<file path="src/hw/rtl/bgbs_pkg.sv">
// ----------------------------------------------------------------------------
// bgbs_pkg
// Shared widths, register indexes, phase codes, reset values and payload types
// for the battery gated boost sequencer.
// ----------------------------------------------------------------------------
`default_nettype none

package bgbs_pkg;

    // Field widths
    localparam int unsigned ELAPSED_W  = 8;
    localparam int unsigned ADC_W      = 10;
    localparam int unsigned CH_W       = 2;
    localparam int unsigned MV_W       = 15;
    localparam int unsigned TIMER_W    = 16;
    localparam int unsigned GAIN_W     = 22;
    localparam int unsigned OFFSET_W   = 8;
    localparam int unsigned PHASE_W    = 2;
    localparam int unsigned CFG_IDX_W  = 3;
    localparam int unsigned CFG_DATA_W = 22;

    // Scaled sum and product widths
    localparam int unsigned SUM_W  = ADC_W + 1;
    localparam int unsigned PROD_W = SUM_W + GAIN_W;
    localparam int unsigned FRAC_W = 16;

    // Configuration register indexes
    localparam logic [CFG_IDX_W-1:0] REG_LOW_THRESHOLD  = 3'd0;
    localparam logic [CFG_IDX_W-1:0] REG_HIGH_THRESHOLD = 3'd1;
    localparam logic [CFG_IDX_W-1:0] REG_QUALIFY_TIME   = 3'd2;
    localparam logic [CFG_IDX_W-1:0] REG_BOOST_STARTUP  = 3'd3;
    localparam logic [CFG_IDX_W-1:0] REG_SCALE_GAIN     = 3'd4;
    localparam logic [CFG_IDX_W-1:0] REG_SCALE_OFFSET   = 3'd5;

    // Boost converter phase codes
    localparam logic [PHASE_W-1:0] PHASE_OFF     = 2'd0;
    localparam logic [PHASE_W-1:0] PHASE_STARTUP = 2'd1;
    localparam logic [PHASE_W-1:0] PHASE_ACTIVE  = 2'd2;

    // Saturation limit of the scaled voltage
    localparam logic [MV_W-1:0] MV_MAX = 15'h7FFF;

    // Register reset values
    localparam logic [MV_W-1:0]     RST_LOW_THRESHOLD  = 15'd11800;
    localparam logic [MV_W-1:0]     RST_HIGH_THRESHOLD = 15'd12600;
    localparam logic [TIMER_W-1:0]  RST_QUALIFY_TIME   = 16'd30000;
    localparam logic [TIMER_W-1:0]  RST_BOOST_STARTUP  = 16'd1000;
    localparam logic [GAIN_W-1:0]   RST_SCALE_GAIN     = 22'd1868431;
    localparam logic [OFFSET_W-1:0] RST_SCALE_OFFSET   = 8'd11;

    typedef struct packed {
        logic [ELAPSED_W-1:0] elapsed_ms;
        logic                 adc_valid;
        logic [ADC_W-1:0]     adc_sample;
        logic                 request_write;
        logic [CH_W-1:0]      request_channels;
    } t_in_item;

    typedef struct packed {
        logic [MV_W-1:0]    voltage_mv;
        logic               battery_ok;
        logic [PHASE_W-1:0] boost_phase;
        logic               boost_pwm_on;
        logic [CH_W-1:0]    channel_drive;
        logic [CH_W-1:0]    channels_held;
    } t_out_item;

    typedef struct packed {
        logic [MV_W-1:0]     low_threshold_mv;
        logic [MV_W-1:0]     high_threshold_mv;
        logic [TIMER_W-1:0]  qualify_time_ms;
        logic [TIMER_W-1:0]  boost_startup_ms;
        logic [GAIN_W-1:0]   scale_gain;
        logic [OFFSET_W-1:0] scale_offset;
    } t_cfg;

endpackage

`default_nettype wire

</file>
<file path="src/hw/rtl/bgbs_if.sv">
// ----------------------------------------------------------------------------
// bgbs_if
// Valid/ready channels of the sequencer: input items, result items and
// configuration writes.
// ----------------------------------------------------------------------------
`default_nettype none

interface bgbs_in_if;
    import bgbs_pkg::*;
    logic     valid;
    logic     ready;
    t_in_item data;

    modport source (output valid, output data, input ready);
    modport sink   (input valid, input data, output ready);
endinterface

interface bgbs_out_if;
    import bgbs_pkg::*;
    logic      valid;
    logic      ready;
    t_out_item data;

    modport source (output valid, output data, input ready);
    modport sink   (input valid, input data, output ready);
endinterface

interface bgbs_cfg_if;
    import bgbs_pkg::*;
    logic                  valid;
    logic                  ready;
    logic [CFG_IDX_W-1:0]  index;
    logic [CFG_DATA_W-1:0] wdata;

    modport source (output valid, output index, output wdata, input ready);
    modport sink   (input valid, input index, input wdata, output ready);
endinterface

`default_nettype wire

</file>
<file path="src/hw/rtl/bgbs_cfg_regs.sv">
// ----------------------------------------------------------------------------
// bgbs_cfg_regs
// Configuration register file. Takes one write per cycle; an index beyond
// the register list is dropped.
// ----------------------------------------------------------------------------
`default_nettype none

module bgbs_cfg_regs (
    input  wire logic           i_clk,
    input  wire logic           i_rst_n,
    bgbs_cfg_if.sink            i_cfg,
    output bgbs_pkg::t_cfg      o_cfg
);
    import bgbs_pkg::*;

    t_cfg r_cfg;
    logic cfg_xfer;

    // Always able to take a write
    assign i_cfg.ready = 1'b1;
    assign cfg_xfer    = i_cfg.valid && i_cfg.ready;

    // Write the addressed register, masked to its width
    always_ff @(posedge i_clk) begin
        if (!i_rst_n) begin
            r_cfg.low_threshold_mv  <= RST_LOW_THRESHOLD;
            r_cfg.high_threshold_mv <= RST_HIGH_THRESHOLD;
            r_cfg.qualify_time_ms   <= RST_QUALIFY_TIME;
            r_cfg.boost_startup_ms  <= RST_BOOST_STARTUP;
            r_cfg.scale_gain        <= RST_SCALE_GAIN;
            r_cfg.scale_offset      <= RST_SCALE_OFFSET;
        end else if (cfg_xfer) begin
            case (i_cfg.index)
                REG_LOW_THRESHOLD:  r_cfg.low_threshold_mv  <= i_cfg.wdata[MV_W-1:0];
                REG_HIGH_THRESHOLD: r_cfg.high_threshold_mv <= i_cfg.wdata[MV_W-1:0];
                REG_QUALIFY_TIME:   r_cfg.qualify_time_ms   <= i_cfg.wdata[TIMER_W-1:0];
                REG_BOOST_STARTUP:  r_cfg.boost_startup_ms  <= i_cfg.wdata[TIMER_W-1:0];
                REG_SCALE_GAIN:     r_cfg.scale_gain        <= i_cfg.wdata[GAIN_W-1:0];
                REG_SCALE_OFFSET:   r_cfg.scale_offset      <= i_cfg.wdata[OFFSET_W-1:0];
                default: begin
                end
            endcase
        end
    end

    assign o_cfg = r_cfg;

endmodule

`default_nettype wire

</file>
<file path="src/hw/rtl/bgbs_scale.sv">
// ----------------------------------------------------------------------------
// bgbs_scale
// ADC to millivolt conversion: (sample + offset) * gain with the gain in 6.16
// fixed point, saturated to the 15-bit voltage range.
// ----------------------------------------------------------------------------
`default_nettype none

module bgbs_scale (
    input  wire logic [bgbs_pkg::ADC_W-1:0]    i_sample,
    input  wire logic [bgbs_pkg::OFFSET_W-1:0] i_offset,
    input  wire logic [bgbs_pkg::GAIN_W-1:0]   i_gain,
    output logic      [bgbs_pkg::MV_W-1:0]     o_mv
);
    import bgbs_pkg::*;

    logic [SUM_W-1:0]  sum;
    logic [PROD_W-1:0] prod;
    logic              sat;

    // Offset the reading and multiply by the gain (11 x 22 bits)
    assign sum  = {1'b0, i_sample} + {{(SUM_W-OFFSET_W){1'b0}}, i_offset};
    assign prod = {{GAIN_W{1'b0}}, sum} * {{SUM_W{1'b0}}, i_gain};

    // Drop the fraction and clamp anything above the 15-bit range
    assign sat  = |prod[PROD_W-1:FRAC_W+MV_W];
    assign o_mv = sat ? MV_MAX : prod[FRAC_W+MV_W-1:FRAC_W];

endmodule

`default_nettype wire

</file>
<file path="src/hw/rtl/bgbs_ctrl.sv">
// ----------------------------------------------------------------------------
// bgbs_ctrl
// Control state of the sequencer: countdown timers, battery monitor with
// hysteresis, channel request store and boost phase. Computes the next
// state and the result of one item and commits it when the item advances.
// ----------------------------------------------------------------------------
`default_nettype none

module bgbs_ctrl (
    input  wire logic                   i_clk,
    input  wire logic                   i_rst_n,
    input  wire logic                   i_advance,
    input  wire bgbs_pkg::t_in_item     i_item,
    input  wire logic [bgbs_pkg::MV_W-1:0] i_mv,
    input  wire bgbs_pkg::t_cfg         i_cfg,
    output bgbs_pkg::t_out_item         o_result
);
    import bgbs_pkg::*;

    logic               r_good;
    logic [TIMER_W-1:0] r_bat_tmr;
    logic [PHASE_W-1:0] r_phase;
    logic [TIMER_W-1:0] r_boost_tmr;
    logic [CH_W-1:0]    r_chan;
    logic [MV_W-1:0]    r_volt;

    logic               n_good;
    logic [TIMER_W-1:0] n_bat_tmr;
    logic [PHASE_W-1:0] n_phase;
    logic [TIMER_W-1:0] n_boost_tmr;
    logic [CH_W-1:0]    n_chan;
    logic [MV_W-1:0]    n_volt;

    logic [TIMER_W-1:0] elapsed;
    logic [TIMER_W-1:0] bat_cnt;
    logic [TIMER_W-1:0] boost_cnt;
    logic [CH_W-1:0]    chan_req;
    logic [CH_W-1:0]    held;

    // Count both timers down, stopping at zero
    assign elapsed   = {{(TIMER_W-ELAPSED_W){1'b0}}, i_item.elapsed_ms};
    assign bat_cnt   = (r_bat_tmr > elapsed) ? (r_bat_tmr - elapsed) : '0;
    assign boost_cnt = (r_boost_tmr > elapsed) ? (r_boost_tmr - elapsed) : '0;

    // Battery monitor: reload the timer while the crossing is absent
    always_comb begin
        n_good    = r_good;
        n_bat_tmr = bat_cnt;
        n_volt    = r_volt;
        if (i_item.adc_valid) begin
            n_volt = i_mv;
            if (!r_good) begin
                if (i_mv < i_cfg.high_threshold_mv) begin
                    n_bat_tmr = i_cfg.qualify_time_ms;
                end else if (bat_cnt == '0) begin
                    n_good = 1'b1;
                end
            end else begin
                if (i_mv > i_cfg.low_threshold_mv) begin
                    n_bat_tmr = i_cfg.qualify_time_ms;
                end else if (bat_cnt == '0) begin
                    n_good = 1'b0;
                end
            end
        end
    end

    // Store a new request and drop it while the battery is empty
    assign chan_req = i_item.request_write ? i_item.request_channels : r_chan;
    assign held     = n_good ? chan_req : '0;
    assign n_chan   = held;

    // Boost phase: off, startup for the programmed time, then active
    always_comb begin
        n_phase     = r_phase;
        n_boost_tmr = boost_cnt;
        if (held != '0) begin
            case (r_phase)
                PHASE_OFF: begin
                    n_phase     = PHASE_STARTUP;
                    n_boost_tmr = i_cfg.boost_startup_ms;
                end
                PHASE_STARTUP: begin
                    if (boost_cnt == '0) begin
                        n_phase = PHASE_ACTIVE;
                    end
                end
                default: begin
                    n_phase = r_phase;
                end
            endcase
        end else begin
            n_phase = PHASE_OFF;
        end
    end

    // Commit the state when the item moves to the result register
    always_ff @(posedge i_clk) begin
        if (!i_rst_n) begin
            r_good      <= 1'b0;
            r_bat_tmr   <= '0;
            r_phase     <= PHASE_OFF;
            r_boost_tmr <= '0;
            r_chan      <= '0;
            r_volt      <= '0;
        end else if (i_advance) begin
            r_good      <= n_good;
            r_bat_tmr   <= n_bat_tmr;
            r_phase     <= n_phase;
            r_boost_tmr <= n_boost_tmr;
            r_chan      <= n_chan;
            r_volt      <= n_volt;
        end
    end

    // Build the result from the post-item state
    always_comb begin
        o_result.voltage_mv    = n_volt;
        o_result.battery_ok    = n_good;
        o_result.boost_phase   = n_phase;
        o_result.boost_pwm_on  = (n_phase != PHASE_OFF);
        o_result.channel_drive = (n_phase == PHASE_ACTIVE) ? held : '0;
        o_result.channels_held = held;
    end

endmodule

`default_nettype wire

</file>
<file path="src/hw/rtl/battery_gated_boost_sequencer.sv">
// ----------------------------------------------------------------------------
// battery_gated_boost_sequencer
// One control pass per item: ADC scaling, battery hysteresis monitor,
// channel request gating and boost converter phase sequencing.
// ----------------------------------------------------------------------------
// The block takes one item per clock cycle unless the output stalls it, and
// returns exactly one result per item: the item is captured in
// an input register, the full control pass (one 11 x 22 bit multiply,
// timer countdown, threshold compares and phase update) runs in a single
// combinational stage, and the result lands in an output register. The
// control state is updated in the same cycle the result is registered, so
// the next item sees it right away. Input ready drops only while a result
// waits in the output register and another item waits in the input
// register. Configuration writes are taken every cycle and must be made
// while no item is in flight.
`default_nettype none

module battery_gated_boost_sequencer (
    input  wire logic   i_clk,
    input  wire logic   i_rst_n,
    bgbs_in_if.sink     i_in,
    bgbs_out_if.source  o_out,
    bgbs_cfg_if.sink    i_cfg
);
    import bgbs_pkg::*;

    logic      r_in_valid;
    t_in_item  r_in;
    logic      r_out_valid;
    t_out_item r_out;

    t_cfg            cfg;
    t_out_item       result;
    logic [MV_W-1:0] mv;
    logic            advance;

    // Configuration registers
    bgbs_cfg_regs u_cfg_regs (
        .i_clk   (i_clk),
        .i_rst_n (i_rst_n),
        .i_cfg   (i_cfg),
        .o_cfg   (cfg)
    );

    // Move the held item on when the result register is free or drains
    assign advance    = r_in_valid && (!r_out_valid || o_out.ready);
    assign i_in.ready = !r_in_valid || advance;

    // Input register
    always_ff @(posedge i_clk) begin
        if (!i_rst_n) begin
            r_in_valid <= 1'b0;
        end else if (i_in.ready) begin
            r_in_valid <= i_in.valid;
        end
    end

    always_ff @(posedge i_clk) begin
        if (i_in.valid && i_in.ready) begin
            r_in <= i_in.data;
        end
    end

    // Scale the ADC reading
    bgbs_scale u_scale (
        .i_sample (r_in.adc_sample),
        .i_offset (cfg.scale_offset),
        .i_gain   (cfg.scale_gain),
        .o_mv     (mv)
    );

    // Control state and next result
    bgbs_ctrl u_ctrl (
        .i_clk     (i_clk),
        .i_rst_n   (i_rst_n),
        .i_advance (advance),
        .i_item    (r_in),
        .i_mv      (mv),
        .i_cfg     (cfg),
        .o_result  (result)
    );

    // Result register: load on advance, drop after the transfer
    always_ff @(posedge i_clk) begin
        if (!i_rst_n) begin
            r_out_valid <= 1'b0;
        end else if (advance) begin
            r_out_valid <= 1'b1;
        end else if (o_out.ready) begin
            r_out_valid <= 1'b0;
        end
    end

    always_ff @(posedge i_clk) begin
        if (advance) begin
            r_out <= result;
        end
    end

    assign o_out.valid = r_out_valid;
    assign o_out.data  = r_out;

    // Channels are driven only while the converter is active
    a_drive_needs_active: assert property (@(posedge i_clk) disable iff (!i_rst_n)
        (o_out.valid && (o_out.data.channel_drive != '0))
            |-> (o_out.data.boost_phase == PHASE_ACTIVE))
        else $error("channel drive outside active phase");

    // A held request implies a good battery
    a_held_needs_battery: assert property (@(posedge i_clk) disable iff (!i_rst_n)
        (o_out.valid && (o_out.data.channels_held != '0)) |-> o_out.data.battery_ok)
        else $error("channel request held with empty battery");

    // Input stalls only behind a waiting result
    a_stall_cause: assert property (@(posedge i_clk) disable iff (!i_rst_n)
        !i_in.ready |-> (o_out.valid && !o_out.ready))
        else $error("input stalled without output backpressure");

    // A result follows every advance
    a_advance_result: assert property (@(posedge i_clk) disable iff (!i_rst_n)
        advance |=> o_out.valid)
        else $error("advanced item produced no result");

endmodule

`default_nettype wire
</file>
<file path="src/flat_wrapper.sv">
// flat-port wrapper written by rule: the top's interface ports become plain ports
module battery_gated_boost_sequencer_flat import bgbs_pkg::*;
  (i_clk, i_rst_n, i_in_valid, i_in_data, i_in_ready, o_out_valid, o_out_data, o_out_ready, i_cfg_valid, i_cfg_index, i_cfg_wdata, i_cfg_ready);
  bgbs_in_if i_in_i ();
  bgbs_out_if o_out_i ();
  bgbs_cfg_if i_cfg_i ();
  input  wire logic i_clk;
  input  wire logic i_rst_n;
  input wire logic [$bits(i_in_i.valid)-1:0] i_in_valid;
  input wire logic [$bits(i_in_i.data)-1:0] i_in_data;
  output wire logic [$bits(i_in_i.ready)-1:0] i_in_ready;
  output wire logic [$bits(o_out_i.valid)-1:0] o_out_valid;
  output wire logic [$bits(o_out_i.data)-1:0] o_out_data;
  input wire logic [$bits(o_out_i.ready)-1:0] o_out_ready;
  input wire logic [$bits(i_cfg_i.valid)-1:0] i_cfg_valid;
  input wire logic [$bits(i_cfg_i.index)-1:0] i_cfg_index;
  input wire logic [$bits(i_cfg_i.wdata)-1:0] i_cfg_wdata;
  output wire logic [$bits(i_cfg_i.ready)-1:0] i_cfg_ready;
  assign i_in_i.valid = i_in_valid;
  assign i_in_i.data = i_in_data;
  assign i_in_ready = i_in_i.ready;
  assign o_out_valid = o_out_i.valid;
  assign o_out_data = o_out_i.data;
  assign o_out_i.ready = o_out_ready;
  assign i_cfg_i.valid = i_cfg_valid;
  assign i_cfg_i.index = i_cfg_index;
  assign i_cfg_i.wdata = i_cfg_wdata;
  assign i_cfg_ready = i_cfg_i.ready;
  battery_gated_boost_sequencer u_core (.i_clk(i_clk), .i_rst_n(i_rst_n), .i_in(i_in_i), .o_out(o_out_i), .i_cfg(i_cfg_i));
endmodule
</file>
<file path="config.mk">
export PLATFORM = sky130hd
export DESIGN_NAME = battery_gated_boost_sequencer_flat
export DESIGN_NICKNAME = d
export VERILOG_FILES = /design/src/hw/rtl/bgbs_pkg.sv /design/src/hw/rtl/bgbs_if.sv /design/src/hw/rtl/bgbs_cfg_regs.sv /design/src/hw/rtl/bgbs_scale.sv /design/src/hw/rtl/bgbs_ctrl.sv /design/src/hw/rtl/battery_gated_boost_sequencer.sv /design/src/flat_wrapper.sv
export SDC_FILE = /design/constraint.sdc
export NUM_CORES = 1
export LEC_CHECK = 0
export BUFFER_PORTS_ARGS = -buffer_cell sky130_fd_sc_hd__buf_4
export CELL_PAD_IN_SITES_DETAIL_PLACEMENT = 1
export CELL_PAD_IN_SITES_GLOBAL_PLACEMENT = 2
export CORE_MARGIN = 8
export CORE_UTILIZATION = 40
export CTS_BUF_LIST = sky130_fd_sc_hd__clkbuf_2
export DETAILED_ROUTE_END_ITERATION = 6
export GPL_TIMING_DRIVEN = 1
export PLACE_DENSITY = 0.82
export SLEW_MARGIN = 15
export SYNTH_ARGS = -nofsm -noshare
export SYNTH_HDL_FRONTEND = slang
export SYNTH_SLANG_ARGS = --single-unit
</file>
<file path="constraint.sdc">
create_clock -name i_clk -period 10.28 [get_ports i_clk]
set_clock_uncertainty 0.2 [all_clocks]
set_input_delay 2.056 -clock i_clk [delete_from_list [all_inputs] [get_ports i_clk]]
set_output_delay 2.056 -clock i_clk [all_outputs]
set_load 0.03 [all_outputs]
</file>
==> flow_summary.yaml, run 1 <==
global_routing:
  grt_max_degree: 65
  grt_pass1_vias: 15500
  track_usage_pct: 21.5
  antenna_found_initial: 1
  grt_pass1_wl_mm: 84.8
  overflow: 0
synth:
  yosys_warnings: 0
  ys.flop_type: "dfxtp_1"
  yosysSeqAreaShare_pct: 25.0
  synth_area_leaders: "fa_1 (21%), dfxtp_1 (17%), ha_1 (8.9%), edfxtp_1 (7.9%), nand2_1 (7.1%)"
  synth.top_cell.area_share_pct: 21.2
  synth-seq-cells: 191
  synth_nets: 2339
  synth_cells: 1985
  synth_edf_count: 45
  syn_area_per_cell_um2: 8.61
  postSynth.asyncResetShare_pct: 0
  synth_area_um2: 17100
  yosys.area.top_type: "fa_1"
  netlist-cell-type-count: 81
clocking:
  clock_path_buffers: 2
  cts_root_buffer: "clkbuf_2"
  clock_latency_ns: 0.89
  cts_tree: "built"
  htree_num_levels: 4
  ctsHoldBuffers: 0
  cts_inserted_buffers: 17
  clkTransAtPathRegs_ns: 0.33
  clock-sinks: 191
hold_path:
  hold_class: "flop to flop"
sta:
  slew_violations: 0
  setup_viol: 0
  fmax_mhz: 101
  hold_viol_final: 0
  slew_headroom_pct: 25.6
  fin_crit_sh_pct: 96.4
  worst_slew_pin_slew_ns: 1.11
  finalCriticalPeriod_ns: 9.91
  fin_setup_tns_ns: 0
  whs_ns: 0.273
floorplan:
  start_util_pct: 40.7
  die_y_um: 223
  io_pins: 78
  num_rows: 75
  coreArea_um2: 42000
  die_area_um2: 49600
  fp.dieW_um: 223
place:
  port_buffers: 76
  place_congestion: 0.845
  dpl.hpwl_mm: 41.1
drt:
  drt_iter0_markers: 700
  antenna_left: 0
  wirelength_mm: 53.4
  drc: 0
  num_vias: 14200
  wl_per_cell_um: 20.6
  vias_per_cell: 5.46
  drt_pre_antenna_iters: 5
job:
  cap_violations: 0
critical_path:
  critPathArrivalTime_ns: 10.43
  crit_type: "flop to flop"
  max_stage_delay_ns: 0.55
  crit_fanout: 8
  required_ns: 10.80
  cp-start-kind: "flop"
  cpMaxStageDelayCell: "fa_1"
  end_kind: "flop"
  crit_top_cell: "fa_1"
power_and_ir_drop:
  powerDensity_nw_per_um2: 331
  total_power_w: 0.00636
  peakVddDrop_v: 0.000284
  power_leakage_nw: 8.41
layout:
  utilization_pct: 45.7
  drive_gt1_share_pct: 13.2
  fillers: 4958
  final_nets: 2395
  area.growth.synth_to_final_pct: 12.5
  seq_area_um2: 4280
  multiInputGateArea_um2: 11900
status:
  status: "finished, final reports clean"
-- routing by layer --
| metal | GRT usage [%] | routed length [um] |
|---|---|---|
| met1 | 28.3 | 24200 |
| met2 | 37.2 | 26400 |
| met3 | 2.31 | 1710 |
| met4 | 5.48 | 1060 |
| met5 | 0 | 0 |
-- cells in the mapped netlist, drive strengths merged, types with 21 or more instances --
cell type / count
nor2: 96
a21o: 25
dfxtp: 146
nand2b: 25
and2: 94
nand2: 322
fa: 181
o21ai: 61
nor3: 24
nand3: 45
edfxtp: 45
inv: 257
clkbuf: 98
nand4: 21
o211ai: 25
ha: 121
a211oi: 22
a21oi: 119
-- logic make-up (layout without fill, tap and decap cells) --
kind of cell | count (synthesis) | count (layout) | share of synthesized area (%)
fa+ha+maj | 302 | 302 | 30.1
xor+xnor | 36 | 36 | 1.84
flops | 191 | 191 | 25.0
compound gates | 371 | 371 | 14.4
simple gates | 708 | 708 | 19.9
mux | 10 | 10 | 0.593
other cells | 1 | 2 | 0.0219
buf+inv | 366 | 435 | 8.21
-- area by class of cell --
class | instances | share of cell area (%)
inverter | 257 | 5.02
multi-input combinational | 1428 | 61.8
clock inverter | 15 | 0.911
tap | 539 | 3.51
timing repair buffer | 146 | 6.12
antenna | 1 | 0.0130
sequential | 191 | 22.2
clock buffer | 17 | 0.442
-- placed cells by master (no fill, tap or decap), types with 11 or more instances in the layout --
cell type and n:
o31ai_1 15, nand4_1 21, nand2b_1 25, and2_1 94
a21boi_0 13, dfxtp_1 145, ha_1 112, inv_1 251
nor3_1 23, a21o_1 25, edfxtp_1 45, o21ai_0 49
a211oi_1 20, a21oi_1 110, buf_4 134, fa_1 180
a31oi_1 12, or3_1 11, o211ai_1 25, clkbuf_2 17
xor2_1 17, nor2b_1 19, xnor2_1 16, nand2_1 320
nor2_1 85, nand3_1 44
-- final timing paths --
kind / from / endpoint / slack [ns] / cells past startpoint
setup / recovery: u_core.r_in[3] / u_core.o_out.data[5] / 0.37 / 41
setup reg to reg: u_core.r_in[3] / u_core.o_out.data[5] / 0.37 / 41
hold / removal: u_core.u_cfg_regs.o_cfg[82] / u_core.u_cfg_regs.o_cfg[82] / 0.27 / 2
hold reg to reg: u_core.u_cfg_regs.o_cfg[82] / u_core.u_cfg_regs.o_cfg[82] / 0.27 / 2
-- per-stage QoR --
step	std cells	cell area [um^2]	worst slack, ns
final	2594	19200	0.374
after global routing	2594	19200	-0.0605
after CTS	2565	18600	0.0174
after detailed placement	2531	18300	-0.370
after global placement	2531	18300	0.00511
after floorplan	1985	17100	0.797
-- critical path: cells and delay by family (launching register included) --
kind / cells / cell delay [ns]
buffers and inverters: 6 / 0.65
adder cells (fa/ha/maj): 9 / 3.47
flip-flops: 1 / 0.45
AO/OA/AOI/OAI: 15 / 2.92
AND/OR/NAND/NOR: 10 / 1.87
XOR/XNOR: 1 / 0.17
-- what timing repair did --
item,in CTS,in global routing
buffers inserted,2,28
pin swaps,1,40
gates resized for setup,7,100
setup endpoints to repair,43,45
-- sequential cells by signal, summed over array words and instances (netlist names), 2 cells and up --
register,flops
u_core.o_out.data,23
u_core.u_ctrl.r_bat_tmr,16
u_core.u_ctrl.r_boost_tmr,16
u_core.u_ctrl.r_phase,2
u_core.u_ctrl.r_volt,15
u_core.r_in,22
u_core.u_ctrl.r_chan,2
u_core.u_cfg_regs.o_cfg,92
-- power breakdown --
part,switching (W),total [W],internal [W]
clock network,0.000309,0.000412,0.000103
logic,0.00291,0.00503,0.00212
registers,0.0000631,0.000918,0.000855
Power figures use the tool's default switching activity.
==> inputs of run 2 (changes only) <==
- ABC_AREA: unset -> 1
- CORE_UTILIZATION: 40 -> 38
- PLACE_DENSITY: 0.82 -> 0.81
==> flow_summary.yaml, run 2 <==
status:
  status: "finished, final reports clean"
clocking:
  clock-sinks: 191
  cts_inserted_buffers: 17
  htree_num_levels: 4
  clock_path_buffers: 2
  cts_root_buffer: "clkbuf_2"
  clkTransAtPathRegs_ns: 0.35
  cts_tree: "built"
  clock_latency_ns: 0.90
  ctsHoldBuffers: 0
layout:
  drive_gt1_share_pct: 9.36
  mostFrequentLayoutCell: "nand2_1"
  utilization_pct: 41.7
  final_cell_mix: "nand2_1 (519), inv_1 (396), nor2_1 (215), fa_1 (181), a21oi_1 (166)"
  fillers: 5632
  final_cells: 2940
  area.growth.synth_to_final_pct: 9.08
  final_nets: 2680
  largest_reg_flops: 92
global_routing:
  overflow: 0
  grt_use_met3_pct: 2.47
  grt_max_degree: 93
  met2_usage_pct: 36.5
  track_usage_pct: 21.5
  top_usage_layer: "met2"
  grt_pass1_wl_mm: 89.7
  grt_pass1_vias: 16100
  use_met1_pct: 28.9
  antenna_found_initial: 2
floorplan:
  die_y_um: 229
  die_area_um2: 52600
  num_rows: 78
  io_pins: 78
  fp.dieW_um: 229
  start_util_pct: 38.3
  coreArea_um2: 45200
critical_path:
  cp-start-kind: "flop"
  end_kind: "flop"
  critical_path_buf_inv_count: 6
  cpMaxStageDelayCell: "fa_1"
  crit_type: "flop to flop"
  crit_fanout: 12
  cp_top_family: "adder cells"
  max_stage_delay_ns: 0.54
  crit_top_cell: "nand2_1"
  critPathArrivalTime_ns: 10.27
  required_ns: 10.87
  path_depth: 53
  reg2reg_depth: 53
synth:
  synth-seq-cells: 191
  yosys.area.top_type: "fa_1"
  synth.top_cells.by_count: "nand2_1 (525), inv_1 (402), nor2_1 (217), fa_1 (181), a21oi_1 (168)"
  synth.top_cell.area_share_pct: 21.0
  synth_cells: 2289
  yosysMostFrequentCell: "nand2_1"
  syn_area_per_cell_um2: 7.55
  netlist-cell-type-count: 50
  synth_edf_count: 45
  postSynth.asyncResetShare_pct: 0
  synth_nets: 2643
  ys.flop_type: "dfxtp_1"
  synth_area_um2: 17300
  synth_area_leaders: "fa_1 (21%), dfxtp_1 (17%), nand2_1 (11%), ha_1 (8.8%), inv_1 (8.7%)"
  yosysSeqAreaShare_pct: 24.7
  yosys_warnings: 0
drt:
  wirelength_mm: 56.1
  drt_pre_antenna_iters: 5
  wl_per_cell_um: 19.1
  antenna_left: 0
  vias_per_cell: 5.14
  num_vias: 15100
  drt_iter0_markers: 686
  drc: 0
sta:
  fin_crit_sh_pct: 94.1
  slew_violations: 0
  finalCriticalPeriod_ns: 9.68
  rsz0062_at_grt: "true"
  setup_viol: 0
  slew_headroom_pct: 24.3
  worst_slew_pin_slew_ns: 1.13
  hold_viol_final: 0
  fmax_mhz: 103
place:
  dpl.hpwl_mm: 44.4
  port_buffers: 76
  dp.cells: 2899
  place_congestion: 0.891
job:
  cap_violations: 0
hold_path:
  hold_class: "flop to flop"
  hold_depth: 2
## run 2: cell types whose count changed after synthesis, moves of 19 or more
cell / delta
nand2_1: +203
inv_1: +145
nor2_1: +121
and2_1: -94
o21ai_0: +83
a21oi_1: +49
o211ai_1: +28
nand2b_1: -25
a21o_1: -19
nand3_1: +19
nor2b_1: -19
## run 2: worst paths after layout
kind / start / end / slack, ns
worst max-delay path: u_core.u_cfg_regs.o_cfg[0] / u_core.u_ctrl.r_boost_tmr[13] / 0.60
worst min-delay path: u_core.u_cfg_regs.o_cfg[45] / u_core.u_cfg_regs.o_cfg[45] / 0.27
worst max register to register: u_core.u_cfg_regs.o_cfg[0] / u_core.u_ctrl.r_boost_tmr[13] / 0.60
worst min register to register: u_core.u_cfg_regs.o_cfg[45] / u_core.u_cfg_regs.o_cfg[45] / 0.27
## run 2: logic make-up (layout without fill, tap and decap cells)
logic type	count (synthesis)	in the layout	share of synthesized area, %
AO/OA/AOI/OAI	409	409	13.3
flip-flops	191	191	24.7
AND/OR/NAND/NOR	872	872	20.5
XOR/XNOR	12	12	0.608
other	1	2	0.0217
buffers and inverters	500	550	11.1
adder cells (fa/ha/maj)	302	302	29.7
multiplexers	2	2	0.130
## run 2: routing by layer
layer	vias to the layer above	wire [um]
met5	-	0
met4	0	1220
met3	66	1700
met2	231	26800
met1	7568	26400
li1	7258	-
## run 2: what timing repair did
action,in CTS,in global routing
setup endpoints to repair,0,45
buffers inserted,0,7
resized for setup,0,41
## run 2: final cells by class
type / instances / area, um^2 / share of cell area (%)
Sequential cell: 191 / 4280 / 22.7
Tap cell: 600 / 751 / 3.98
Clock inverter: 14 / 165 / 0.876
Clock buffer: 18 / 90.1 / 0.478
Timing Repair Buffer: 112 / 863 / 4.58
Antenna cell: 1 / 2.50 / 0.0133
Multi-Input combinational cell: 1598 / 11200 / 59.3
Inverter: 406 / 1530 / 8.10
## run 2: tightest hold or removal path, cell delays in order (launching register included)
cell	delay, ns
dfxtp_1	0.37
inv_1	0.06
a21oi_1	0.05
## run 2: stage by stage
| step | setup slack [ns] | area [um^2] | hold WS [ns] | TNS (ns) |
|---|---|---|---|---|
| final | 0.605 | 18900 | 0.274 | 0 |
| after global routing | -0.0932 | 18900 | 0.300 | -0.465 |
| after CTS | 0.0970 | 18700 | 0.276 | 0 |
| after detailed placement | 0.218 | 18400 | 0.250 | 0 |
| after global placement | 0.419 | 18400 | 0.240 | 0 |
| after floorplan | 1.37 | 17300 | 0.225 | 0 |
Power of run 2 is left out: the tool's default activity adds up to more than one toggle a clock period on the data nets, which glitch-free logic cannot reach.
==> inputs of run 3 (changes only) <==
- MAX_ROUTING_LAYER: unset -> met4
==> flow_summary.yaml, run 3 (synthesized netlist as in run 2, its figures left out) <==
status:
  status: "finished, final reports clean"
critical_path:
  r2r_setup_slack_ns: 0.68
  critPathArrivalTime_ns: 10.19
  crit_fanout: 12
  cp-start-kind: "flop"
  cpMaxStageDelayCell: "fa_1"
  end_kind: "flop"
  timing.rr.end: "u_core.u_ctrl.r_boost_tmr[13]"
  crit_type: "flop to flop"
  max_stage_delay_ns: 0.54
  crit_top_cell: "nand2_1"
  required_ns: 10.87
  critical_path_buf_inv_count: 6
  rr_startpoint: "u_core.u_cfg_regs.o_cfg[0]"
  reg2reg_depth: 53
  cp_top_family: "adder cells"
drt:
  drc: 0
  vias_per_cell: 5.12
  wirelength_mm: 56.2
  antenna_left: 0
  wl_per_cell_um: 19.1
  drt_iter0_markers: 735
  drt_pre_antenna_iters: 5
  num_vias: 15000
global_routing:
  grt_pass1_wl_mm: 89.7
  grt_pass1_vias: 16100
  track_usage_pct: 22.2
  grt_max_degree: 93
  overflow: 0
  antenna_found_initial: 2
hold_path:
  hold_depth: 2
  holdCritStartpoint: "u_core.u_ctrl.r_volt[12]"
  hold_class: "flop to flop"
  hold_end: "u_core.u_ctrl.r_volt[12]"
layout:
  mostFrequentLayoutCell: "nand2_1"
  final_nets: 2679
  area.growth.synth_to_final_pct: 9.09
  final_cell_mix: "nand2_1 (519), inv_1 (397), nor2_1 (213), fa_1 (181), a21oi_1 (165)"
  largest_reg_flops: 92
  drive_gt1_share_pct: 9.45
sta:
  hold_viol_final: 0
  rsz0062_at_grt: "true"
  worst_slew_pin_slew_ns: 1.15
  slew_violations: 0
  slew_headroom_pct: 23.4
  fin_crit_sh_pct: 93.4
  setup_viol: 0
  fmax_mhz: 104
  finalCriticalPeriod_ns: 9.60
  whs_ns: 0.274
place:
  port_buffers: 76
  place_congestion: 0.906
  dpl.hpwl_mm: 44.4
clocking:
  cts_inserted_buffers: 17
  clock_path_buffers: 2
  clkTransAtPathRegs_ns: 0.34
  clock_latency_ns: 0.89
  cts_tree: "built"
  htree_num_levels: 4
  cts_root_buffer: "clkbuf_2"
  clock-sinks: 191
floorplan:
  num_rows: 78
  fp.dieW_um: 229
  start_util_pct: 38.3
  die_y_um: 229
  io_pins: 78
  coreArea_um2: 45200
  die_area_um2: 52600
job:
  cap_violations: 0
-- run 3: metal layers --
metal / wire length (um) / global-route usage (%) / up-vias
met3: 1620 / 2.40 / 64
met2: 26900 / 36.5 / 229
met4: 1250 / 5.66 / 0
met5: 0 / - / -
li1: - / - / 7252
met1: 26400 / 28.9 / 7500
-- run 3: repair_timing --
action,in CTS,in global routing
hold buffers,0,0
buffers inserted,0,6
gates resized for setup,0,45
endpoints found under the hold margin,0,0
setup endpoints to repair,0,45
-- run 3: worst reg2reg max path, delay by kind of cell, from the launching register on --
kind / cells / cell delay (ns)
simple gates: 21 / 2.23
fa+ha+maj: 9 / 3.76
flops: 1 / 0.41
buf+inv: 6 / 0.64
compound gates: 17 / 2.26
-- run 3: final cells by class --
| cell class | count | area [um^2] |
|---|---|---|
| Antenna cell | 1 | 2.50 |
| Clock buffer | 18 | 90.1 |
| Sequential cell | 191 | 4280 |
| Fill cell | 5636 | 26300 |
| Timing Repair Buffer | 111 | 856 |
| Multi-Input combinational cell | 1598 | 11200 |
| Inverter | 406 | 1520 |
| Clock inverter | 14 | 165 |
| Tap cell | 600 | 751 |
-- run 3: worst max path at each step --
stage                               startpoint                             to  slack, ns  depth (start not counted)
global placement    u_core.u_cfg_regs.o_cfg[0]    u_core.u_ctrl.r_bat_tmr[11]       0.42                         48
floorplan           u_core.u_cfg_regs.o_cfg[0]     u_core.u_ctrl.r_bat_tmr[4]       1.37                         54
detailed placement  u_core.u_cfg_regs.o_cfg[0]   u_core.u_ctrl.r_boost_tmr[9]       0.22                         53
CTS                 u_core.u_cfg_regs.o_cfg[0]  u_core.u_ctrl.r_boost_tmr[13]        0.1                         54
finish              u_core.u_cfg_regs.o_cfg[0]  u_core.u_ctrl.r_boost_tmr[13]       0.68                         53
global route                    u_core.r_in[3]    u_core.u_ctrl.r_bat_tmr[11]      -0.08                         51
-- run 3: per-stage QoR --
stage | worst slack [ns] | instance area, um^2 | setup TNS (ns) | utilization (%) | instances
6_report | 0.677 | 18900 | 0 | 41.7 | 2939
3_5_place_dp | 0.218 | 18400 | 0 | 40.8 | 2899
4_1_cts | 0.0970 | 18700 | 0 | 41.4 | 2931
2_1_floorplan | 1.37 | 17300 | 0 | - | 2289
5_1_grt | -0.0827 | 18900 | -0.275 | 41.7 | 2939
3_3_place_gp | 0.419 | 18400 | 0 | 40.8 | 2899
Power of run 3 is left out for the same reason.
